$ cat config.mk
export PLATFORM = sky130hd
export DESIGN_NAME = stopwatch_hms_button_control_unit
export DESIGN_NICKNAME = d
export VERILOG_FILES = /design/src/design/swhms_pkg.sv /design/src/design/swhms_in_stage.sv /design/src/design/swhms_core.sv /design/src/design/swhms_out_stage.sv /design/src/design/stopwatch_hms_button_control_unit.sv
export SDC_FILE = /design/constraint.sdc
export NUM_CORES = 1
export LEC_CHECK = 0
export ABC_AREA = 0
export BUFFER_PORTS_ARGS = -buffer_cell sky130_fd_sc_hd__buf_2
export CELL_PAD_IN_SITES_DETAIL_PLACEMENT = 0
export CELL_PAD_IN_SITES_GLOBAL_PLACEMENT = 1
export CORE_MARGIN = 10
export CORE_UTILIZATION = 45
export CTS_CLUSTER_SIZE = 30
export DETAILED_ROUTE_END_ITERATION = 16
export GPL_TIMING_DRIVEN = 0
export PLACE_DENSITY_LB_ADDON = 0.1
export SYNTH_ARGS = -nofsm -noshare
export SYNTH_HDL_FRONTEND = slang
export SYNTH_HIERARCHICAL = 1
export SYNTH_SLANG_ARGS = --single-unit
$ cat constraint.sdc
create_clock -name clk -period 10.31 [get_ports clk]
set_input_delay 1.031 -clock clk [delete_from_list [all_inputs] [get_ports clk]]
set_output_delay 1.031 -clock clk [all_outputs]
set_load 0.005 [all_outputs]
$ cat src/design/swhms_pkg.sv
// Shared types and constants for the hh:mm:ss stopwatch button controller.
package swhms_pkg;

    // Last count value before each field wraps to zero.
    localparam logic [5:0] SECONDS_LAST = 6'd59;
    localparam logic [5:0] MINUTES_LAST = 6'd59;
    localparam logic [4:0] HOURS_LAST   = 5'd23;

    // Reset value of the long-press threshold in milliseconds.
    localparam logic [15:0] LONG_PRESS_RESET = 16'd500;

    // One input sample as held in the input register.
    typedef struct packed {
        logic        button_level;
        logic [5:0]  rtc_second;
        logic [31:0] now_ms;
    } sample_t;

    // One result as held in the output register.
    typedef struct packed {
        logic [4:0] hours;
        logic [5:0] minutes;
        logic [5:0] seconds;
        logic       running;
    } result_t;

endpackage

$ cat src/design/swhms_in_stage.sv
// Input register stage: captures one request and holds it until the core takes it.
module swhms_in_stage (
    input  logic              clk,
    input  logic              rst_n,
    input  logic              in_valid,
    output logic              in_stall,
    input  swhms_pkg::sample_t in_sample,
    input  logic              take,
    output logic              held_valid,
    output swhms_pkg::sample_t held_sample
);
    import swhms_pkg::*;

    logic    valid_reg;
    logic    valid_next;
    sample_t sample_reg;
    logic    accept;

    // The stage is free when empty or when its request moves on this cycle.
    assign in_stall = valid_reg && !take;
    assign accept   = in_valid && !in_stall;

    always_comb
    begin
        valid_next = valid_reg;
        if (accept)
        begin
            valid_next = 1'b1;
        end
        else if (take)
        begin
            valid_next = 1'b0;
        end
    end

    // Valid flag.
    always_ff @(posedge clk or negedge rst_n)
    begin
        if (!rst_n)
        begin
            valid_reg <= 1'b0;
        end
        else
        begin
            valid_reg <= valid_next;
        end
    end

    // Payload, loaded only on an accepted request.
    always_ff @(posedge clk)
    begin
        if (accept)
        begin
            sample_reg <= in_sample;
        end
    end

    assign held_valid  = valid_reg;
    assign held_sample = sample_reg;

endmodule

$ cat src/design/swhms_core.sv
// Stopwatch state: tick handling, button handling and the threshold register.
module swhms_core #(
    parameter int STAMP_WIDTH = 32
) (
    input  logic               clk,
    input  logic               rst_n,
    input  logic               step,
    input  swhms_pkg::sample_t sample,
    input  logic               cfg_write,
    input  logic [15:0]        cfg_data,
    output swhms_pkg::result_t result
);
    import swhms_pkg::*;

    logic [15:0]            long_press_reg;
    logic [5:0]             seconds_reg;
    logic [5:0]             seconds_next;
    logic [5:0]             minutes_reg;
    logic [5:0]             minutes_next;
    logic [4:0]             hours_reg;
    logic [4:0]             hours_next;
    logic                   run_reg;
    logic                   run_next;
    logic                   button_reg;
    logic [STAMP_WIDTH-1:0] press_start_reg;
    logic                   sec_seen_reg;
    logic [5:0]             prev_sec_reg;

    logic                   sec_changed;
    logic                   advance;
    logic [5:0]             tick_seconds;
    logic [5:0]             tick_minutes;
    logic [4:0]             tick_hours;
    logic [STAMP_WIDTH-1:0] now_stamp;
    logic [STAMP_WIDTH-1:0] press_dur;
    logic                   short_press;
    logic                   rising;
    logic                   falling;

    // Tick: a new RTC seconds value advances the count while running.
    assign sec_changed = !sec_seen_reg || (sample.rtc_second != prev_sec_reg);
    assign advance     = sec_changed && run_reg;

    always_comb
    begin
        tick_seconds = seconds_reg;
        tick_minutes = minutes_reg;
        tick_hours   = hours_reg;
        if (advance)
        begin
            if (seconds_reg == SECONDS_LAST)
            begin
                tick_seconds = 6'd0;
                if (minutes_reg == MINUTES_LAST)
                begin
                    tick_minutes = 6'd0;
                    tick_hours   = (hours_reg == HOURS_LAST) ? 5'd0 : hours_reg + 5'd1;
                end
                else
                begin
                    tick_minutes = minutes_reg + 6'd1;
                end
            end
            else
            begin
                tick_seconds = seconds_reg + 6'd1;
            end
        end
    end

    // The result shows the count after the tick, before the button.
    assign result.hours   = tick_hours;
    assign result.minutes = tick_minutes;
    assign result.seconds = tick_seconds;
    assign result.running = run_reg;

    // Button: press duration is kept modulo the timestamp width.
    assign now_stamp   = sample.now_ms[STAMP_WIDTH-1:0];
    assign press_dur   = now_stamp - press_start_reg;
    assign short_press = press_dur < {{(STAMP_WIDTH-16){1'b0}}, long_press_reg};
    assign rising      = !button_reg && sample.button_level;
    assign falling     = button_reg && !sample.button_level;

    always_comb
    begin
        seconds_next = tick_seconds;
        minutes_next = tick_minutes;
        hours_next   = tick_hours;
        run_next     = run_reg;
        if (falling)
        begin
            if (short_press)
            begin
                run_next = !run_reg;
            end
            else
            begin
                run_next     = 1'b0;
                seconds_next = 6'd0;
                minutes_next = 6'd0;
                hours_next   = 5'd0;
            end
        end
    end

    // State registers, updated once per request.
    always_ff @(posedge clk or negedge rst_n)
    begin
        if (!rst_n)
        begin
            seconds_reg     <= 6'd0;
            minutes_reg     <= 6'd0;
            hours_reg       <= 5'd0;
            run_reg         <= 1'b0;
            button_reg      <= 1'b0;
            press_start_reg <= '0;
            sec_seen_reg    <= 1'b0;
            prev_sec_reg    <= 6'd0;
        end
        else if (step)
        begin
            seconds_reg  <= seconds_next;
            minutes_reg  <= minutes_next;
            hours_reg    <= hours_next;
            run_reg      <= run_next;
            button_reg   <= sample.button_level;
            sec_seen_reg <= 1'b1;
            prev_sec_reg <= sample.rtc_second;
            if (rising)
            begin
                press_start_reg <= now_stamp;
            end
        end
    end

    // Long-press threshold register.
    always_ff @(posedge clk or negedge rst_n)
    begin
        if (!rst_n)
        begin
            long_press_reg <= LONG_PRESS_RESET;
        end
        else if (cfg_write)
        begin
            long_press_reg <= cfg_data;
        end
    end

endmodule

$ cat src/design/swhms_out_stage.sv
// Output register stage: holds one result until the receiver takes it.
module swhms_out_stage (
    input  logic               clk,
    input  logic               rst_n,
    input  logic               load,
    input  swhms_pkg::result_t load_result,
    output logic               can_load,
    output logic               out_valid,
    input  logic               out_stall,
    output swhms_pkg::result_t out_result
);
    import swhms_pkg::*;

    logic    valid_reg;
    logic    valid_next;
    result_t result_reg;

    // A new result may enter when the register is empty or being drained.
    assign can_load = !valid_reg || !out_stall;

    always_comb
    begin
        valid_next = valid_reg;
        if (load)
        begin
            valid_next = 1'b1;
        end
        else if (!out_stall)
        begin
            valid_next = 1'b0;
        end
    end

    // Valid flag.
    always_ff @(posedge clk or negedge rst_n)
    begin
        if (!rst_n)
        begin
            valid_reg <= 1'b0;
        end
        else
        begin
            valid_reg <= valid_next;
        end
    end

    // Result payload.
    always_ff @(posedge clk)
    begin
        if (load)
        begin
            result_reg <= load_result;
        end
    end

    assign out_valid  = valid_reg;
    assign out_result = result_reg;

endmodule

$ cat src/design/stopwatch_hms_button_control_unit.sv
// Top level of the hh:mm:ss stopwatch with single-button run and long-press clear.
//
// Input channel (in_valid / in_stall): one request per sample of button level,
// RTC seconds and millisecond timestamp. Output channel (out_valid / out_stall):
// one result per request with the count after the tick and the run flag, both
// before the button of that sample is applied.
// Configuration channel (cfg_valid / cfg_ready / cfg_data): writes the long-press
// threshold in milliseconds; cfg_ready is always high. Write it while idle.
// An accepted request is held in the input register, passes through the tick and
// button logic and is then registered in the result register.
// Throughput: one request per cycle while out_stall is low; the tick and button
// logic between the input register and the result register is combinational.
// Stall: while out_stall is high a full result register holds. If the input
// register is empty, one more request is still taken into it; while it holds a
// request, in_stall is high.
// Reset (rst_n low, asynchronous): both stages empty, count cleared, paused,
// button released, no RTC second seen, threshold 500 ms.
module stopwatch_hms_button_control_unit #(
    parameter int STAMP_WIDTH = 32
) (
    input  logic        clk,
    input  logic        rst_n,
    input  logic        in_valid,
    output logic        in_stall,
    input  logic        button_level,
    input  logic [5:0]  rtc_second,
    input  logic [31:0] now_ms,
    output logic        out_valid,
    input  logic        out_stall,
    output logic [4:0]  shown_hours,
    output logic [5:0]  shown_minutes,
    output logic [5:0]  shown_seconds,
    output logic        is_running,
    input  logic        cfg_valid,
    output logic        cfg_ready,
    input  logic [15:0] cfg_data
);
    import swhms_pkg::*;

    sample_t in_sample;
    sample_t held_sample;
    logic    held_valid;
    logic    can_load;
    logic    take;
    result_t core_result;
    result_t out_result;

    assign in_sample.button_level = button_level;
    assign in_sample.rtc_second   = rtc_second;
    assign in_sample.now_ms       = now_ms;

    // A request moves from the input register to the result register.
    assign take      = held_valid && can_load;
    assign cfg_ready = 1'b1;

    swhms_in_stage u_in_stage (
        .clk         (clk),
        .rst_n       (rst_n),
        .in_valid    (in_valid),
        .in_stall    (in_stall),
        .in_sample   (in_sample),
        .take        (take),
        .held_valid  (held_valid),
        .held_sample (held_sample)
    );

    swhms_core #(
        .STAMP_WIDTH (STAMP_WIDTH)
    ) u_core (
        .clk       (clk),
        .rst_n     (rst_n),
        .step      (take),
        .sample    (held_sample),
        .cfg_write (cfg_valid && cfg_ready),
        .cfg_data  (cfg_data),
        .result    (core_result)
    );

    swhms_out_stage u_out_stage (
        .clk         (clk),
        .rst_n       (rst_n),
        .load        (take),
        .load_result (core_result),
        .can_load    (can_load),
        .out_valid   (out_valid),
        .out_stall   (out_stall),
        .out_result  (out_result)
    );

    assign shown_hours   = out_result.hours;
    assign shown_minutes = out_result.minutes;
    assign shown_seconds = out_result.seconds;
    assign is_running    = out_result.running;

    // A shown count is always a valid time of day.
    assert property (@(posedge clk) disable iff (!rst_n)
        out_valid |-> (shown_hours <= HOURS_LAST) && (shown_minutes <= MINUTES_LAST)
                      && (shown_seconds <= SECONDS_LAST))
    else $error("shown count out of range");

    // The input side stalls only when the result register is full and held.
    assert property (@(posedge clk) disable iff (!rst_n)
        in_stall |-> (out_valid && out_stall))
    else $error("input stalled without a held result");

    // A request that leaves the input register yields a result next cycle.
    assert property (@(posedge clk) disable iff (!rst_n)
        take |=> out_valid)
    else $error("processed request produced no result");

endmodule

# == Word level (Yosys, flattened, before mapping) ==
# Cells that the tools add are included.
# totals
out_inout_bits,21
input_bits,60
wordCells,67
regBits,133
# op_classes
reduce_logical,19
n_eq_ne,5
muxes,20
n_lt_le_gt_ge,1
n_addsub,4
# ops
cell,count
2-to-1 mux 6 bit,9
less-than comparator 32 x 16 -> 1 bit,1
subtractor 32 bit,1
2-to-1 mux 5 bit,6
"adder 6 x 1 -> 6 bit, second input constant",2
"equality test 6 bit, second input constant",2
logical NOT 1 bit,8
logical AND 1 bit,6
!= test 6 bit,1
"adder 5 x 1 -> 5 bit, second input constant",1
"equality test 5 bit, second input constant",1
2-to-1 mux 1 bit,5
AND reduction 2 bit,2
logical OR 1 bit,2
"!= test 2 x 1 -> 1 bit, second input constant",1
nonzero test 2 bit,1

# == Depth between registers and ports, before layout ==
# depth
word_depth,8
depth_mapped,22
ltp_nobuf,21

# == By module ==
# The synthesis kept the hierarchy.
# by_module_without_submodules
mod,instances,area_each_um2,seq_area_each_um2,cells_per_inst
swhms_core,1,5850.6,1859.3,671
swhms_in_stage,1,1228.7,1196.1,44
swhms_out_stage,1,576.8,565.5,21
stopwatch_hms_button_control_unit,1,17.5,0.0,3

# == Least setup slack after synthesis ==
# No wires, ideal clock.
# synth_timing
path_type,register -> register
startpoint,reg u_core.press_start_reg[0]
endpoint,reg u_core.hours_reg[0]
stages_incl_launch_ff,22
t_required_ns,10.240
path_buffers,1
setup_ns,0.070
arrival_time_ns,4.249
synth_period_minus_slack_ns,4.319
setup_slack_ns,5.991
path_cell_list,dfrtp_1 > ha_1 > fa_1 > nand2b_1 > a21o_1 > nand2_1 > nor2_1 > o31ai_1 > a21o_1 > a21oi_1 > xnor2_1 > ha_1 > nand4_1 > nor3_1 > a2111oi_0 > o311ai_0 > a2111o_1 > nor4_1 > and4_4 > a31oi_4 > buf_6 > nor2_2
# synth_between
elab_chain_len,4
# synth_rtl
element,line_no,source
from (decl),swhms_core.sv:25,logic [STAMP_WIDTH-1:0] press_start_reg;
from (signal assigned),swhms_core.sv:131,press_start_reg <= now_stamp;
subtractor 32 bit,swhms_core.sv:79,assign press_dur = now_stamp - press_start_reg;
less-than comparator 32 x 16 -> 1 bit,swhms_core.sv:80,"assign short_press = press_dur < {{(STAMP_WIDTH-16){1'b0}}, long_press_reg};"
2-to-1 mux 5 bit,swhms_core.sv:92,if (short_press)
2-to-1 mux 5 bit,swhms_core.sv:90,if (falling)
to (signal assigned),swhms_core.sv:124,hours_reg <= hours_next;
to (decl),swhms_core.sv:20,logic [4:0] hours_reg;
# Every way passes these cells.
# A chain may end at the register's enable or synchronous reset.

# == Final worst setup path ==
# layout_timing
startpoint,reg u_core.press_start_reg[0]
endpoint,reg u_core.hours_reg[2]
# Same word-level chain as after synthesis.

==> summary.md <==
| Metric | Value |
|---|---|
| Synthesized cell area | `about 7700 sq um` |
| Max Freq | `between 150 and 200 MHz` |
| CP cell instances | `ha_1 > fa_1 > nand2b_1 > a21o_1 > nand2_1 > nor2_1 > o31ai_1 > a21o_1 > a21oi_1 > xnor2_1 > ha_1 > nand4_1 > nor3_1 > a2111oi_0 > o311ai_0 > a2111o_1 > nor4_1 > and4_4 > a31oi_4 > buf_6 > nor2_2` |
| Worst-path clk slew | `0.06 ns` |
| Largest stage delay, worst path | `about 0.43 ns` |
| Worst-case clock skew | `around 0.0091 ns` |
| Die X | `150.6 microns` |
| XOR/XNOR Fraction of Synth Area | `3.767%` |
| Post-synth top flop | `dfrtp_1` |
| Crit path DAT | `5.69 ns` |
| First-pass GRT wire length | `~30,000 microns` |
| Switching pwr | `roughly 950 uW` |
| Layout cells sized above 1 | `a little under a quarter` |
| Vias | `slightly below 6,000` |
| Leakage power | `between 0.003 and 0.004 uW` |
| Initial antenna violation count | `0` |
| Worst EP required | `roughly 11 ns` |
| Fin crit share | `51.73%` |
| Antenna diodes | `0` |
| DP HPWL | `roughly 13,000 microns` |
| # Post-CTS Setup Buffers | `0` |
| Largest net degree at the start of global routing | `44` |
| Main combinational cell family by area after synthesis | `compound AO/OA/AOI/OAI gates` |
| Remaining DRCs | `0` |
| CP Launch Type | `flop` |
| Synth Area in Compound Gates | `roughly 15%` |
| Finished Core Util | `between 50% and 60%` |
| Via/cell ratio | `roughly 5.4` |
| Largest register FFs | `39` |
| Clk root buf | `clkbuf_16` |
| Critical Path End Type | `flop` |
| Synth cell types | `66` |
| Syn Nets | `roughly 850` |
| Post-route minimum period | `roughly 5.3 ns` |
| Core Region | `~17,000 sq um` |
| WL per Instance | `roughly 17 microns` |
| Dpl cells | `1,039` |
| Clock power frac | `between 20 and 30%` |
| Switching share of power | `38.35%` |
| Die height | `approximately 150 microns` |
| FF+latch count, synth | `~130` |
| Setup TNS Final | `0 ns` |
| Hold_buf cts | `0` |
| CTS buffer count | `17` |
| Routed Antenna Nets | `0` |
| Post-CTS resize count | `0` |
| Worst vdd ir | `0.1410 mV` |
| Post-synth ARST share | `about 57%` |
| Internal Pwr Total | `roughly 1500 uW` |
| Global Route Usage Sum | `~17%` |
| Sequential area share after synthesis | `a little under half` |
| Initial core utilization | `between 40 and 50%` |
| GRT overflow | `0` |
| Cell count after synthesis | `approximately 740` |
| Clk_lat worst skew | `roughly 0.42 ns` |
| Synth-to-Final Area Change | `17.12%` |
| H-tree depth | `4` |
| Num ports | `81` |
| Slew HR | `about 33%` |
| Worst slew pin tran | `a little over 1 ns` |
| Combinational group share of total power | `46.1%` |
| Die ar. | `around 23,000 sq um` |
| Core Rows | `47` |
| Iter 0 DRT Violations | `about 240` |
| Crit path kind | `flop to flop` |
| Number of global-route vias before repair | `around 6,000` |
| EDFF count, synth | `57` |
| Avg Synthesized Cell Area | `a little over 10 sq um` |
| CP Max Fanout | `10` |
| Flop pwr share | `roughly 29%` |
| RSZ-0062 raised after global routing | `false` |
| Max-Cap Viols | `0` |
| Placer Congestion | `between 0.8 and 0.9` |
| Status | `finished, final reports clean` |
| Total Wirelength | `roughly 18,000 microns` |
| Port buffer count | `79` |
| PD cells | `between 200 and 300 nW/um^2` |
| Fill cells | `between 1,500 and 2,000` |
| Max-slew violations | `0` |
| Clock sink count | `approximately 130` |
| Synth Area in Adders | `8.250%` |
| Ys Warns | `6` |
| Nets@finish | `roughly 950` |
| Setup violators final | `0` |
| Mux contribution to synthesized area | `8.430%` |
| Detailed Routing Iterations Pass 1 | `5` |
| TritonCTS clock tree | `built` |
| Final Non-Filler Cells | `about 1,100` |
| Min-delay worst type | `flop to flop` |
| CTS Buffer Depth | `2` |
| CP max-delay cell | `a2111oi_0` |
| Post-Synth Simple-Gate Area | `between 10% and 20%` |
| Final Hold Viols | `0` |
==> cells in the final DEF, fill, tap and decap left out, types with 8 or more instances in the layout <==
| cell | count |
|---|---|
| nor2_1 | 31 |
| a21oi_1 | 43 |
| nor3_1 | 12 |
| edfxtp_1 | 57 |
| mux2i_1 | 14 |
| mux2_2 | 45 |
| nand4_1 | 13 |
| buf_2 | 85 |
| ha_1 | 49 |
| xnor2_1 | 21 |
| dfrtp_1 | 70 |
| nor2_2 | 10 |
| and2_1 | 8 |
| xor2_1 | 12 |
| nand3_1 | 19 |
| clkbuf_16 | 17 |
| o21ai_0 | 52 |
| nand2b_1 | 12 |
| clkbuf_1 | 17 |
| inv_1 | 57 |
| nand2_1 | 70 |
| o21a_1 | 12 |
| a21o_1 | 10 |
==> cell families (layout without fill, tap and decap cells) <==
| kind of cell | after synthesis | count (layout) |
|---|---|---|
| other | 1 | 1 |
| AOI/OAI and AO/OA | 173 | 173 |
| and+or+nand+nor | 204 | 204 |
| xor gates and xnor gates | 33 | 33 |
| buffers and inverters | 86 | 198 |
| muxes | 59 | 59 |
| adders and majority gates | 50 | 50 |
| DFF | 133 | 133 |
==> critical path: cells and delay by family, from the launching register on <==
family / cells / cell delay (ns)
and+or+nand+nor: 8 / 1.46
buffers and inverters: 1 / 0.23
AOI/OAI and AO/OA: 8 / 2.06
xor gates and xnor gates: 1 / 0.21
adders and majority gates: 3 / 0.89
DFF: 1 / 0.39
==> cell usage after synthesis (4+ instances only) <==
library cell | count | area, sq um
dfrtp_1 | 70 | 1752
nand2_1 | 70 | 262.8
edfxtp_1 | 57 | 1712
inv_1 | 57 | 214.0
o21ai_0 | 52 | 260.3
ha_1 | 49 | 613.1
mux2_2 | 45 | 506.7
a21oi_1 | 43 | 215.2
nor2_1 | 31 | 116.4
xnor2_1 | 21 | 183.9
nand3_1 | 19 | 95.09
clkbuf_1 | 16 | 60.06
mux2i_1 | 14 | 140.1
nand4_1 | 13 | 81.33
nand2b_1 | 12 | 75.07
nor3_1 | 12 | 60.06
o21a_1 | 12 | 90.09
xor2_1 | 12 | 105.1
a21o_1 | 10 | 75.07
nor2_2 | 10 | 62.56
and2_1 | 8 | 50.05
buf_2 | 7 | 35.03
o211ai_1 | 7 | 52.55
dfstp_2 | 6 | 157.7
a31oi_1 | 5 | 31.28
a2111oi_0 | 4 | 35.03
a211oi_1 | 4 | 30.03
a21boi_0 | 4 | 30.03
and3_1 | 4 | 25.02
nor3b_1 | 4 | 30.03
o21bai_1 | 4 | 30.03
==> path summary, 6_finish.rpt <==
path,slack [ns],to,depth (start not counted),start
worst max-delay path,4.98,u_core/hours_reg[2]$_DFFE_PN0P_,21,u_core/press_start_reg[0]$_DFFE_PN0P_
worst min-delay path,0.49,u_core/sec_seen_reg$_DFFE_PN0P_,1,u_core/sec_seen_reg$_DFFE_PN0P_
worst max register to register,4.98,u_core/hours_reg[2]$_DFFE_PN0P_,21,u_core/press_start_reg[0]$_DFFE_PN0P_
worst min register to register,0.49,u_core/sec_seen_reg$_DFFE_PN0P_,1,u_core/sec_seen_reg$_DFFE_PN0P_
max in group asynchronous,9.16,u_core/press_start_reg[23]$_DFFE_PN0P_,2,rst_n
min in group asynchronous,0.56,u_core/prev_sec_reg[1]$_DFFE_PN0P_,1,rst_n
==> area by class of cell <==
class,instances,area [sq um],share of cell area (%)
Sequential cell,133,3621,40.29
Buffer,29,136.4,1.517
Inverter,57,214.0,2.381
Multi-Input combinational cell,520,3702,41.19
Timing Repair Buffer,80,425.4,4.733
Tap cell,220,275.3,3.063
Clock buffer,19,442.9,4.928
Clock inverter,13,170.2,1.893
==> power groups by stage <==
stage	Sequential [uW]	Clock (uW)	Combinational [uW]
2_1_floorplan	704	0	856
3_3_place_gp	709	0	1120
3_5_place_dp	716	0	1120
4_1_cts	706	641	1140
5_1_grt	718	670	1280
6_report	705	626	1140
==> through the flow <==
| step | hold slack (ns) | setup WS (ns) | power (uW) | cell area [sq um] |
|---|---|---|---|---|
| 2_1_floorplan | 0.4392 | 5.991 | 1560 | 7674 |
| 3_3_place_gp | 0.4574 | 5.072 | 1825 | 8344 |
| 3_5_place_dp | 0.4621 | 4.978 | 1840 | 8374 |
| 4_1_cts | 0.4983 | 4.946 | 2485 | 8987 |
| 5_1_grt | 0.5198 | 4.708 | 2671 | 8987 |
| 6_report | 0.4889 | 4.977 | 2470 | 8987 |
==> per-layer routing <==
layer  vias to the layer above  GRT usage, %  part of all wire (%)
met4                         0         6.112                   1.6
met3                        29         3.992                   4.2
li1                       2856             -                     -
met5                         -             0                     0
met1                      2806         19.64                    43
met2                       115         28.90                    51
Note: power is estimated with default switching activity, not from simulation.
